`src/rtl/core/assert_macros.svh`:
```
// Assertion macros shared by the RTL of the edit distance engine.
// Each macro expects the module to have a clock named clk and a reset named rst.
`ifndef ASSERT_MACROS_SVH
`define ASSERT_MACROS_SVH

// Same-cycle implication, checked outside reset.
`define ED_ASSERT_IMP(lbl, ante, cons) \
  lbl: assert property (@(posedge clk) disable iff (rst) (ante) |-> (cons)) \
    else $error("edit distance engine: same-cycle check failed");

// Next-cycle implication, checked outside reset.
`define ED_ASSERT_NXT(lbl, ante, cons) \
  lbl: assert property (@(posedge clk) disable iff (rst) (ante) |=> (cons)) \
    else $error("edit distance engine: next-cycle check failed");

`endif

```
`src/rtl/core/ed_pkg.sv`:
```
`default_nettype none

package ed_pkg;

  // Longest word that the cell chain holds.
  localparam int MAX_LEN = 16;

  // Width of a length count and of one row entry (both reach MAX_LEN).
  localparam int CNT_W = $clog2(MAX_LEN + 1);

  // Width of the distance field and its largest value.
  localparam int DIST_W   = 5;
  localparam int DIST_MAX = 31;

  // Action codes carried on the input tuser.
  typedef enum logic [1:0] {
    ACT_FIRST  = 2'd0,
    ACT_SECOND = 2'd1,
    ACT_END    = 2'd2,
    ACT_NONE   = 2'd3
  } action_t;

  // Control state of the top level.
  typedef enum logic {
    ST_RUN,
    ST_DRAIN
  } state_t;

  // Row token handed from one cell to the next.
  typedef struct packed {
    logic             valid;
    logic [7:0]       ch;
    logic [CNT_W-1:0] val_new;
    logic [CNT_W-1:0] val_old;
  } token_t;

  // Broadcast control from the top level to every cell.
  typedef struct packed {
    logic             clear;
    logic             load;
    logic [CNT_W-1:0] load_index;
  } cell_ctrl_t;

  // Clamp a row entry to the distance field.
  function automatic logic [DIST_W-1:0] clamp_dist(input logic [CNT_W-1:0] v);
    logic [CNT_W:0] wide;
    wide = {1'b0, v};
    if (wide > (CNT_W + 1)'(DIST_MAX)) begin
      return DIST_W'(DIST_MAX);
    end
    return DIST_W'(v);
  endfunction

endpackage

`default_nettype wire

```
`src/rtl/core/ed_cell.sv`:
```
`default_nettype none

module ed_cell (
  input  logic                    clk,
  input  logic                    rst,
  input  logic [ed_pkg::CNT_W-1:0] cell_index,
  input  ed_pkg::cell_ctrl_t      ctrl,
  input  logic [7:0]              load_byte,
  input  ed_pkg::token_t          tok_in,
  output ed_pkg::token_t          tok_out,
  output logic [ed_pkg::CNT_W-1:0] value
);
  import ed_pkg::*;

  logic [7:0]       ch_store;
  logic             cost;
  logic [CNT_W:0]   up_cost;
  logic [CNT_W:0]   left_cost;
  logic [CNT_W:0]   diag_cost;
  logic [CNT_W:0]   best;
  logic [CNT_W-1:0] value_next;

  // One step of the row recurrence for this column.
  always_comb begin
    cost      = (ch_store != tok_in.ch);
    up_cost   = {1'b0, value} + (CNT_W + 1)'(1);
    left_cost = {1'b0, tok_in.val_new} + (CNT_W + 1)'(1);
    diag_cost = {1'b0, tok_in.val_old} + (CNT_W + 1)'(cost);
    best      = up_cost;
    if (left_cost < best) begin
      best = left_cost;
    end
    if (diag_cost < best) begin
      best = diag_cost;
    end
    // A row entry never exceeds MAX_LEN, so the top bit is always clear.
    value_next = best[CNT_W-1:0];
  end

  // Stored byte of the first word for this column.
  always_ff @(posedge clk) begin
    if (rst) begin
      ch_store <= '0;
    end else if (ctrl.load && (ctrl.load_index == cell_index)) begin
      ch_store <= load_byte;
    end
  end

  // Row entry and the token passed on to the next cell.
  always_ff @(posedge clk) begin
    if (rst || ctrl.clear) begin
      value         <= cell_index;
      tok_out.valid <= 1'b0;
    end else begin
      if (tok_in.valid) begin
        value <= value_next;
      end
      tok_out.valid <= tok_in.valid;
    end
    tok_out.ch      <= tok_in.ch;
    tok_out.val_new <= value_next;
    tok_out.val_old <= value;
  end

`include "assert_macros.svh"

  // A row entry of column j never exceeds MAX_LEN.
  `ED_ASSERT_IMP(a_value_bound, 1'b1, value <= CNT_W'(MAX_LEN))
  // Tokens advance exactly one cell per cycle.
  `ED_ASSERT_NXT(a_token_moves, tok_in.valid && !ctrl.clear, tok_out.valid)
  // The diagonal entry (the old entry of the column to the left) never exceeds this cell's old entry by more than one.
  `ED_ASSERT_IMP(a_left_close, tok_in.valid,
                 ({1'b0, tok_in.val_old} <= {1'b0, value} + (CNT_W + 1)'(1)))

endmodule

`default_nettype wire

```
`src/rtl/core/edit_distance_engine_top.sv`:
```
`default_nettype none

// Levenshtein edit distance between two byte words of up to MAX_LEN bytes each.
// The input tuser carries the action (first-word byte, second-word byte, end of
// pair) and tdata the byte. Byte items are taken one per cycle: first-word bytes
// are written into a chain of MAX_LEN cells, and each second-word byte starts a
// row token that walks down the chain one cell per cycle, so rows overlap as a
// diagonal wavefront. An end item waits until the last token has left the chain
// and until the output register is free, then loads the distance and overflow
// flag into the output register and clears the block for the next pair. Bytes
// beyond MAX_LEN, and first-word bytes after the second word has begun, are
// dropped and flagged. Input is not taken while an end item is pending.
module edit_distance_engine_top (
  input  logic       clk,
  input  logic       rst,
  input  logic       s_tvalid,
  output logic       s_tready,
  input  logic [7:0] s_tdata,   // [7:0] char_value
  input  logic [1:0] s_tuser,   // [1:0] action
  output logic       m_tvalid,
  input  logic       m_tready,
  output logic [7:0] m_tdata,   // [4:0] distance, [7:5] zero
  output logic       m_tuser    // [0] overflow_flag
);
  import ed_pkg::*;

  state_t           state;
  state_t           state_next;
  logic [CNT_W-1:0] first_length;
  logic [CNT_W-1:0] second_length;
  logic             second_started;
  logic             overflow_seen;
  token_t           feed_tok;
  logic [DIST_W-1:0] distance;
  logic             overflow_flag;

  logic             take;
  logic             busy;
  logic             finish;
  logic             first_ok;
  logic             second_ok;
  action_t          action;
  cell_ctrl_t       ctrl;

  token_t           tok      [MAX_LEN+1];
  logic [CNT_W-1:0] row_val  [MAX_LEN+1];
  logic [MAX_LEN:0] tok_valid;

  assign action = action_t'(s_tuser);
  assign take   = s_tvalid && s_tready;

  // Column zero of the row is the count of second-word bytes.
  assign tok[0]     = feed_tok;
  assign row_val[0] = second_length;

  // Chain of cells, column j holding byte j-1 of the first word.
  genvar j;
  generate
    for (j = 1; j <= MAX_LEN; j++) begin : g_cell
      ed_cell u_cell (
        .clk        (clk),
        .rst        (rst),
        .cell_index (CNT_W'(j)),
        .ctrl       (ctrl),
        .load_byte  (s_tdata),
        .tok_in     (tok[j-1]),
        .tok_out    (tok[j]),
        .value      (row_val[j])
      );
    end
    for (j = 0; j <= MAX_LEN; j++) begin : g_valid
      assign tok_valid[j] = tok[j].valid;
    end
  endgenerate

  assign busy = |tok_valid;

  // Which byte items are kept.
  always_comb begin
    first_ok  = !second_started && (first_length < CNT_W'(MAX_LEN));
    second_ok = second_length < CNT_W'(MAX_LEN);
  end

  // Next state.
  always_comb begin
    state_next = state;
    unique case (state)
      ST_RUN: begin
        if (take && action == ACT_END) begin
          state_next = ST_DRAIN;
        end
      end
      ST_DRAIN: begin
        if (finish) begin
          state_next = ST_RUN;
        end
      end
      default: state_next = ST_RUN;
    endcase
  end

  // State outputs.
  always_comb begin
    s_tready = 1'b0;
    finish   = 1'b0;
    unique case (state)
      ST_RUN:   s_tready = 1'b1;
      ST_DRAIN: finish   = !busy && (!m_tvalid || m_tready);
      default: begin
        s_tready = 1'b0;
        finish   = 1'b0;
      end
    endcase
  end

  // Broadcast control to the cells.
  always_comb begin
    ctrl.clear      = finish;
    ctrl.load       = take && (action == ACT_FIRST) && first_ok;
    ctrl.load_index = first_length + CNT_W'(1);
  end

  always_ff @(posedge clk) begin
    if (rst) begin
      state <= ST_RUN;
    end else begin
      state <= state_next;
    end
  end

  // Word lengths, order and overflow tracking.
  always_ff @(posedge clk) begin
    if (rst || finish) begin
      first_length   <= '0;
      second_length  <= '0;
      second_started <= 1'b0;
      overflow_seen  <= 1'b0;
    end else if (take) begin
      case (action)
        ACT_FIRST: begin
          if (first_ok) begin
            first_length <= first_length + CNT_W'(1);
          end else begin
            overflow_seen <= 1'b1;
          end
        end
        ACT_SECOND: begin
          if (second_ok) begin
            second_length  <= second_length + CNT_W'(1);
            second_started <= 1'b1;
          end else begin
            overflow_seen <= 1'b1;
          end
        end
        default: ;
      endcase
    end
  end

  // Row token for a kept second-word byte enters the chain.
  always_ff @(posedge clk) begin
    if (rst || finish) begin
      feed_tok.valid <= 1'b0;
    end else begin
      feed_tok.valid <= take && (action == ACT_SECOND) && second_ok;
    end
    feed_tok.ch      <= s_tdata;
    feed_tok.val_new <= second_length + CNT_W'(1);
    feed_tok.val_old <= second_length;
  end

  // Output register.
  always_ff @(posedge clk) begin
    if (rst) begin
      m_tvalid <= 1'b0;
    end else if (finish) begin
      m_tvalid <= 1'b1;
    end else if (m_tready) begin
      m_tvalid <= 1'b0;
    end
  end

  always_ff @(posedge clk) begin
    if (finish) begin
      distance      <= clamp_dist(row_val[first_length]);
      overflow_flag <= overflow_seen;
    end
  end

  assign m_tdata = {{(8 - DIST_W){1'b0}}, distance};
  assign m_tuser = overflow_flag;

`include "assert_macros.svh"

  // Clearing a pair leaves every count at zero.
  `ED_ASSERT_NXT(a_clear_counts, finish,
                 first_length == '0 && second_length == '0 && !overflow_seen)
  // A row token only exists once the second word has begun.
  `ED_ASSERT_IMP(a_feed_started, feed_tok.valid, second_started)
  // Once a result is produced, the output is valid and no row token is being fed.
  `ED_ASSERT_NXT(a_result_loaded, finish, m_tvalid && !feed_tok.valid)

endmodule

`default_nettype wire

```
`config.mk`:
```
export PLATFORM = sky130hd
export DESIGN_NAME = edit_distance_engine_top
export DESIGN_NICKNAME = d
export VERILOG_FILES = /design/src/rtl/core/ed_pkg.sv /design/src/rtl/core/ed_cell.sv /design/src/rtl/core/edit_distance_engine_top.sv
export VERILOG_INCLUDE_DIRS = /design/src /design/src/rtl/core
export SDC_FILE = /design/constraint.sdc
export NUM_CORES = 1
export LEC_CHECK = 0
export ABC_CLOCK_PERIOD_IN_PS = 11050
export BUFFER_PORTS_ARGS = -buffer_cell sky130_fd_sc_hd__buf_2
export CAP_MARGIN = 10
export CORE_UTILIZATION = 45
export CTS_BUF_LIST = sky130_fd_sc_hd__clkbuf_8
export DETAILED_ROUTE_END_ITERATION = 7
export PLACE_DENSITY_LB_ADDON = 0.08
export SLEW_MARGIN = 10
export SYNTH_ARGS = -nofsm -noshare
export SYNTH_HDL_FRONTEND = slang
export SYNTH_SLANG_ARGS = --single-unit
```
`constraint.sdc`:
```
create_clock -name clk -period 11.05 [get_ports clk]
set_clock_uncertainty 0.05 [all_clocks]
set_input_delay 3.315 -clock clk [delete_from_list [all_inputs] [get_ports clk]]
set_output_delay 3.315 -clock clk [all_outputs]
set_load 0.005 [all_outputs]
```
==> flow_summary.ini, run 1 <==
[global_route]
grt_pass1_vias = 20300
track_usage_pct = 22.6
grt_max_degree = 76
grt_pass1_wl_um = 109000
gr-total-overflow = 0
antenna_found_initial = 3

[sta]
worst-slew-pin-transition_ns = 1.11
period_share_pct = 52.3
post-route-min-period_ns = 5.78
worst_hold_slack_ns = 0.309
hold_viol_final = 0
fmax_ghz = 0.173
rsz0062_at_grt = no
setup_tns_ns = 0
slew_violations = 0
setup_viol = 0
slew_headroom_pct = 26.1
setup_ws_ns = 5.27

[drt]
drc = 2
post_drt_wl_per_cell_um = 18.4
drtAntennaViolNets = 0
vias = 20600
drt-total-wl_um = 68800
dr.first_iter.drc_count = 1145
dr.pass1.iters = 8
via_per_inst = 5.49

[synth]
synth_cell_types = 85
ys_top_cells_by_count = dfxtp_1, nor2_1, xor2_1, ha_1, mux2i_1
synth_seq_cells = 533
yosysMostFrequentCell = dfxtp_1
synthFlopType = dfxtp_1
syn_area_per_cell_um2 = 9.48
synthArstFlopShare_pct = 0
syn_inst = 2853
yosysTopAreaCell = dfxtp_1
yosys-top-cells-area = dfxtp_1, ha_1, xor2_1
synth_edf_count = 6
yosysSeqAreaShare_pct = 39.7
syn_area_um2 = 27000
ys_warn_count = 0
synth_top_cell_area_share_pct = 39.0

[floorplanning]
core-area_um2 = 59200
die_w_um = 247
dieHeight_um = 247
rows = 89
start_util_pct = 45.6
die_area_um2 = 61100
pin_count = 25

[setup_path]
r2r-end = g_cell[9].u_cell.value[3]
crit_arrival_ns = 6.28
regToRegSetupSlack_ns = 5.87
worst_setup_path_end_kind = flip-flop
critPathTopFamily = simple AND/OR/NAND/NOR gates
cpPeakStageDelay_ns = 0.88
rr_worst_depth = 18
crit_required_ns = 11.55
critPathLaunchType = primary input
crit_path_top_delay_cell = nor3_2
critPathLaunch = m_tready
path_buf_inv = 2
path_class = in2reg
cp_cell_sequence = buf_2, nor2b_1, or3_1, nor3_2, or2_2, buf_4, nor2_1, and3_1, a311o_1
timing.rr.start = g_cell[9].u_cell.value[0]
crit_fanout = 63

[clock_network]
clk_pin_slew_ns = 0.06
cts_tree = done
cts_sinks = 533
cts_root_buf = clkbuf_8
ctsLongestPathBuffers = 3
clock_latency_ns = 0.70
ctsResizeCount = 0
post_cts_buffers = 0
cts.htree.levels = 3
hold_buffers = 0
cts_inserted_buffers = 91

[outcome]
status = finished with violations
violations = design-rule violations

[layout]
nNetsFinal = 3134
area.growth.synth_to_final_pct = 10.2
multi_input_area_um2 = 15500
regArea_um2 = 10700
antenna_cells = 0
utilization_pct = 50.3
nFillCells = 5560
layout-drive-gt1-share_pct = 9.45

[power_and_ir_drop]
ir_drop_uv = 143
p_leak_nw = 13.4
p_per_area_nw_per_um2 = 246
finalPower_mw = 7.32

[place]
pre_cts_slack_ns = 4.66
io_buffers = 21
place.detailed.hpwl_um = 51100
place.gp.congestion = 0.881

[hold_path]
min_from = g_cell[12].u_cell.tok_out[12]
hold_path_depth = 0
holdPathEnd = g_cell[13].u_cell.tok_out[12]
hold_path.class = reg2reg

[flow_run]
drv_cap = 0
==> kinds of logic after synthesis <==
kind of cell               count (synthesis)  synth area share, %
AOI/OAI and AO/OA                        492                 12.6
xor gates and xnor gates                 290                 9.39
adders and majority gates                229                 10.5
buffers and inverters                    222                 3.27
DFF                                      533                 39.7
muxes                                    218                 9.39
other                                      1               0.0139
and+or+nand+nor                          868                 15.2
==> per-stage QoR <==
step	std cells	cell area [um2]
after floorplan	2855	27000
after global placement	3586	27900
after detailed placement	3586	27900
after CTS	3746	29800
after global routing	3746	29800
final	3746	29800
==> registers in the layout (all words and copies together) (netlist names) <==
| register | count |
|---|---|
| second_length | 5 |
| g_cell.u_cell.tok_out | 286 |
| overflow_seen | 1 |
| distance | 5 |
| second_started | 1 |
| m_tvalid | 1 |
| state | 1 |
| m_tuser | 1 |
| g_cell.u_cell.ch_store | 128 |
| first_length | 5 |
| g_cell.u_cell.value | 80 |
| feed_tok | 19 |
==> worst register-to-register path: stages, from the launching register on <==
cell	delay, ns
dfxtp_1	0.55
ha_1	0.26
nand3_1	0.10
xor2_1	0.19
ha_1	0.22
a21oi_1	0.18
o21ai_0	0.15
o32ai_1	0.65
nor2_2	0.22
mux2i_1	0.37
inv_1	0.08
ha_1	0.31
a21o_1	0.17
a21oi_1	0.20
nor2_1	0.10
nor4_1	0.53
a211oi_4	0.22
a221oi_1	0.38
o21ai_0	0.12
==> how the worst max path moves through the flow <==
stage	end	cells past startpoint
global route	g_cell[9].u_cell.ch_store[1]	8
floorplan	g_cell[5].u_cell.value[1]	8
finish	g_cell[1].u_cell.value[1]	9
detailed placement	g_cell[1].u_cell.value[1]	9
CTS	g_cell[1].u_cell.value[1]	9
global placement	g_cell[1].u_cell.ch_store[0]	8
==> cell usage in the layout (no fill, tap or decap), types with 24 or more instances in the layout <==
| master | count |
|---|---|
| dfxtp_1 | 527 |
| nor2_1 | 315 |
| xor2_1 | 220 |
| ha_1 | 214 |
| inv_1 | 176 |
| mux2i_1 | 160 |
| nand3_1 | 159 |
| nand2_1 | 147 |
| a21oi_1 | 123 |
| clkbuf_8 | 114 |
| o21ai_0 | 109 |
| xnor2_1 | 70 |
| nor3_1 | 57 |
| nor4_1 | 46 |
| a21o_1 | 43 |
| mux2_2 | 33 |
| o211ai_1 | 33 |
| o21a_1 | 28 |
| and3_1 | 25 |
| mux4_2 | 24 |
==> metal layers <==
layer / wire length, um / global-route usage [%] / vias to the layer above / share of wire [%]
met2: 32300 / 37.8 / 409 / 47
met1: 32500 / 30.1 / 9819 / 47
li1: - / - / 10200 / -
met3: 2540 / 3.02 / 100 / 3.7
met4: 1460 / 7.12 / 0 / 2.1
met5: 0 / 0 / - / 0
==> where the power goes <==
part	internal (mW)	total (mW)	switching, mW	leakage, nW
clock network	1.01	1.83	0.819	1.08
registers	2.08	2.20	0.119	4.38
logic	1.36	3.29	1.93	7.94
==> layout make-up <==
| class | instances | area share (%) |
|---|---|---|
| clock buffers | 114 | 5.27 |
| clock inverters | 46 | 1.18 |
| inverters | 153 | 1.93 |
| multi-input cells | 2100 | 51.9 |
| flip-flops and latches | 533 | 36.0 |
| well taps | 773 | 3.25 |
| repair buffers | 27 | 0.512 |
Power figures use the tool's default switching activity.
==> inputs of run 2 (changes only) <==
ABC_CLOCK_PERIOD_IN_PS = 4900   (was 11050)
clock period = 4.9 ns   (was 11.05 ns; I/O delays follow)
==> run 2 against run 1 <==
  * The flow still finishes with violations (design-rule violations)
  * Non-clock buffer count increased by 23
  * Power rose by 130%
  * Combinational power grew 130%
  * Flip-flop and latch count did not move
  * Cell count is 0.59% higher
  * Die area did not move
  * Clock power up 120%
  * Worst setup slack worse by 5.0 ns
  * Via count shrank 0.21%
  * First-iteration DRC count is 6.3% lower
  * Final area up 0.74%
  * Largest cell class unchanged
  * Largest power group unchanged
  * Highest routed layer unchanged
==> flow_summary.ini, run 2 (synthesis results as in run 1) <==
[clock_network]
cts.htree.levels = 3
cts_sinks = 533
cts_tree = done
cts_inserted_buffers = 90
clock_latency_ns = 0.68
cts_root_buf = clkbuf_8
post_cts_buffers = 0
clk_pin_slew_ns = 0.06
ctsLongestPathBuffers = 3

[layout]
antenna_cells = 0
layout-drive-gt1-share_pct = 10.7
multi_input_area_um2 = 15500
utilization_pct = 50.7
regArea_um2 = 10700
final_common_cell = dfxtp_1
nFillCells = 5499
area.growth.synth_to_final_pct = 11.0
biggestRegsByFlops = g_cell.u_cell.tok_out: 286 flops, g_cell.u_cell.ch_store: 128 flops, g_cell.u_cell.value: 80 flops
regMostFlops = g_cell.u_cell.tok_out
largest_reg_flops = 286
postLayoutCellArea_um2 = 30000
final_cell_mix = dfxtp_1, nor2_1, xor2_1, ha_1, inv_1
nNetsFinal = 3156

[sta]
hold_viol_final = 0
period_share_pct = 94.9
slew_violations = 0
fmax_ghz = 0.215
worst-slew-pin-transition_ns = 1.00
slew_headroom_pct = 33.1
setup_viol = 0
post-route-min-period_ns = 4.65

[floorplanning]
core-area_um2 = 59200
die_w_um = 247
dieHeight_um = 247
start_util_pct = 45.6
rows = 89
pin_count = 25
die_area_um2 = 61100

[power_and_ir_drop]
p_leak_nw = 13.5
finalPower_mw = 16.6
swShare_pct = 39.2
ir_drop_uv = 258
p_per_area_nw_per_um2 = 553
clkPwrFrac_pct = 24.6
internal_power_mw = 10.1
p_seq_share_pct = 29.9
p_switching_mw = 6.51
p_comb_share_pct = 45.5

[drt]
dr.first_iter.drc_count = 1073
post_drt_wl_per_cell_um = 18.2
drtAntennaViolNets = 0
drt-total-wl_um = 68700
drc = 2
dr.pass1.iters = 7
via_per_inst = 5.44
vias = 20500

[flow_run]
drv_cap = 0

[global_route]
antenna_found_initial = 1
grt_max_degree = 92
track_usage_pct = 22.6
grt_pass1_vias = 20300
gr-total-overflow = 0
grt_pass1_wl_um = 109000

[setup_path]
crit_arrival_ns = 5.13
worst_setup_path_end_kind = flip-flop
critPathLaunchType = flip-flop
path_class = reg2reg
crit_fanout = 10
crit_required_ns = 5.38

[hold_path]
hold_path.class = reg2reg

[outcome]
status = finished with violations
violations = design-rule violations

[place]
placed_area_um2 = 28100
place.gp.congestion = 0.874
place.detailed.hpwl_um = 51200
io_buffers = 21
==> run 2: changes by cell type in the layout (fill, tap and decap cells not counted), sizes merged <==
cell | before | now
clkinvlp | 2 | 4
buf | 27 | 50
clkinv | 13 | 18
inv | 181 | 176
clkbuf | 114 | 111
==> run 2: repair_timing <==
action | CTS | global route
gates resized for setup | 0 | 14
hold buffers | 0 | 0
setup endpoints to repair | 0 | 21
==> run 2: per-layer routing <==
layer,global-route usage [%],part of all wire (%)
met3,2.83,3.3
met2,36.8,46
met5,0,0
met4,6.12,1.4
met1,31.4,49
==> run 2: worst paths after layout <==
kind                             startpoint                      endpoint  slack, ns  cells after the start
setup / recovery  g_cell[8].u_cell.value[0]     g_cell[8].u_cell.value[3]       0.25                     17
hold / removal                 feed_tok[14]  g_cell[1].u_cell.tok_out[14]       0.30                      0
setup reg to reg  g_cell[8].u_cell.value[0]     g_cell[8].u_cell.value[3]       0.25                     17
hold reg to reg                feed_tok[14]  g_cell[1].u_cell.tok_out[14]       0.30                      0
==> run 2: worst max-delay path: stages (launching register included) <==
cell and delay [ns]:
dfxtp_1 0.53, ha_1 0.26, xnor2_1 0.16, ha_1 0.28
a21oi_1 0.14, o21ai_0 0.10, maj3_2 0.35, a21o_1 0.23
mux2i_2 0.30, inv_1 0.09, ha_1 0.31, a21o_1 0.16
a21oi_1 0.24, o211ai_1 0.12, a211o_1 0.29, o211a_1 0.26
or4_1 0.55, o311a_1 0.12
==> run 2: layout make-up <==
cell class | count | area share, %
Inverter | 153 | 1.91
Sequential cell | 533 | 35.8
Clock inverter | 48 | 1.19
Tap cell | 773 | 3.22
Clock buffer | 111 | 5.09
Multi-Input combinational cell | 2100 | 51.7
Timing Repair Buffer | 50 | 1.13
==> run 2: power by group through the flow <==
stage          sequential (mW)  combinational [mW]  clock, mW
2_1_floorplan             4.97                5.92          0
3_3_place_gp              5.05                7.31          0
3_5_place_dp              5.06                7.42          0
4_1_cts                   4.97                7.47       4.20
5_1_grt                   5.01                8.41       4.41
6_report                  4.97                7.56       4.09
==> run 2: per-stage QoR <==
| stage | hold WS (ns) | setup WS (ns) | cells | TNS [ns] |
|---|---|---|---|---|
| CTS | 0.292 | 0.185 | 3768 | 0 |
| global route | 0.311 | -0.0353 | 3768 | -0.0353 |
| detailed placement | 0.304 | 0.200 | 3609 | 0 |
| floorplan | 0.299 | 0.787 | 2855 | 0 |
| global placement | 0.303 | 0.318 | 3609 | 0 |
| finish | 0.295 | 0.250 | 3768 | 0 |
==> inputs of run 3 (changes only) <==
ABC_CLOCK_PERIOD_IN_PS = 4000   (was 4900)
clock period = 4 ns   (was 4.9 ns; I/O delays follow)
==> run 3 against run 2 <==
  * The flow finishes with violations (design-rule violations, negative setup slack)
  * Global-route usage increased by 1.1 points
  * Core utilization rose by 8.0 points
  * Non-clock buffer count increased by 332
  * Critical path depth unchanged
  * Maximum frequency is 15% higher
  * Cell count grew 8.9%
  * Clock power is 25% higher
  * Via count grew 6.6%
  * Die area stayed put
  * First-iteration DRC count shrank 6.1%
  * Highest routed layer unchanged
==> flow_summary.ini, run 3 (synthesis results as in run 1) <==
[sta]
setup_viol = 2
hold_viol_final = 0
setup_ws_ns = -0.0575
worst_hold_slack_ns = 0.293
slew_headroom_pct = 37.5
rsz0062_at_grt = yes
period_share_pct = 101
post-route-min-period_ns = 4.06
fmax_ghz = 0.246
worst-slew-pin-transition_ns = 0.934
slew_violations = 0

[hold_path]
hold_path.class = reg2reg

[drt]
drt-total-wl_um = 74000
dr.pass1.iters = 8
post_drt_wl_per_cell_um = 18.0
drtAntennaViolNets = 0
dr.first_iter.drc_count = 1008
drc = 4
via_per_inst = 5.33
vias = 21900

[place]
placed_area_um2 = 30000
place.detailed.hpwl_um = 53400
place.gp.congestion = 0.874
io_buffers = 21

[global_route]
gr-total-overflow = 0
grt_pass1_wl_um = 115000
track_usage_pct = 23.7
grt_pass1_vias = 21800
antenna_found_initial = 1
grt_max_degree = 135

[setup_path]
path_class = reg2reg
critPathLaunchType = flip-flop
crit_fanout = 7
worst_setup_path_end_kind = flip-flop
crit_arrival_ns = 4.58
regToRegSetupSlack_ns = -0.06
crit_required_ns = 4.52

[layout]
largest_reg_flops = 286
nNetsFinal = 3489
area.growth.synth_to_final_pct = 28.5
final_common_cell = dfxtp_1
postLayoutCellArea_um2 = 34700
multi_input_area_um2 = 17500
biggestRegsByFlops = g_cell.u_cell.tok_out: 286 flops, g_cell.u_cell.ch_store: 128 flops, g_cell.u_cell.value: 80 flops
nFillCells = 5115
final_cell_mix = dfxtp_1, buf_4, nor2_1, xor2_1, inv_1
regMostFlops = g_cell.u_cell.tok_out
regArea_um2 = 10800
layout-drive-gt1-share_pct = 29.2

[outcome]
status = finished with violations
violations = design-rule violations, negative setup slack

[clock_network]
cts_root_buf = clkbuf_8
ctsLongestPathBuffers = 3
cts_tree = done
cts.htree.levels = 3
cts_sinks = 533
clock_latency_ns = 0.68
clk_pin_slew_ns = 0.07
cts_inserted_buffers = 90

[floorplanning]
pin_count = 25
start_util_pct = 45.6
dieHeight_um = 247
die_w_um = 247
core-area_um2 = 59200
rows = 89
die_area_um2 = 61100

[power_and_ir_drop]
finalPower_mw = 26.1
p_per_area_nw_per_um2 = 752
p_leak_nw = 15.5
ir_drop_uv = 427

[flow_run]
drv_cap = 0
-- run 3: cell count changes in the layout (fill, tap and decap cells not counted), sizes merged, moves of 3 or more --
cell      change
buf         +332
clkinvlp      -4
inv           +4
clkbuf        +3
clkinv        -3
diode         +3
-- run 3: layout make-up --
class | count | area share [%]
Sequential cell | 533 | 31.2
Timing Repair Buffer | 382 | 8.39
Antenna cell | 3 | 0.0216
Multi-Input combinational cell | 2101 | 50.4
Tap cell | 773 | 2.78
Clock inverter | 46 | 1.07
Inverter | 153 | 1.65
Clock buffer | 114 | 4.52
-- run 3: through the flow --
| step | util, % | cells | setup WS, ns | TNS (ns) |
|---|---|---|---|---|
| finish | 58.6 | 4105 | -0.0575 | -0.0579 |
| global route | 58.6 | 4104 | -0.190 | -4.03 |
| CTS | 55.6 | 4060 | -0.00794 | -0.00794 |
| detailed placement | 50.7 | 3861 | -0.302 | -9.37 |
| global placement | 50.7 | 3861 | -0.249 | -4.59 |
| floorplan | - | 2855 | -0.0248 | -0.0248 |
-- run 3: worst paths after layout --
kind,startpoint,to,depth (start not counted)
worst max-delay path,feed_tok[5],g_cell[1].u_cell.value[1],17
worst max register to register,feed_tok[5],g_cell[1].u_cell.value[1],17
worst min-delay path,g_cell[4].u_cell.tok_out[14],g_cell[5].u_cell.tok_out[14],0
worst min register to register,g_cell[4].u_cell.tok_out[14],g_cell[5].u_cell.tok_out[14],0
-- run 3: what timing repair did --
item,in CTS,in global routing
cloned,1,0
setup endpoints to repair,84,146
hold buffers,0,0
buffers inserted,38,50
pin swaps,50,148
resized for setup,145,316
hold endpoints to repair,0,0
-- run 3: critical path, cell delays in order, from the launching register on --
cell      delay, ns
dfxtp_2        0.34
ha_4           0.16
xor2_2         0.15
ha_1           0.32
a21oi_1        0.13
o21ai_1        0.08
maj3_2         0.34
a21o_1         0.23
mux2i_2        0.24
ha_1           0.29
a21o_1         0.19
a21o_1         0.15
a21o_1         0.19
buf_6          0.13
nor4_4         0.33
a211oi_4       0.16
and3_1         0.19
a311o_1        0.26
-- run 3: power by group --
group / internal [mW] / switching (mW) / total (mW)
clock network: 2.86 / 2.26 / 5.12
logic: 7.63 / 7.24 / 14.9
registers: 5.77 / 0.364 / 6.14
-- run 3: routing by layer --
layer	GRT usage, %	vias to the layer above	part of all wire, %
li1	-	10900	-
met1	31.5	10500	47
met2	40.2	320	48
met3	3.35	89	3.4
met4	6.26	0	1.6
met5	0	-	0
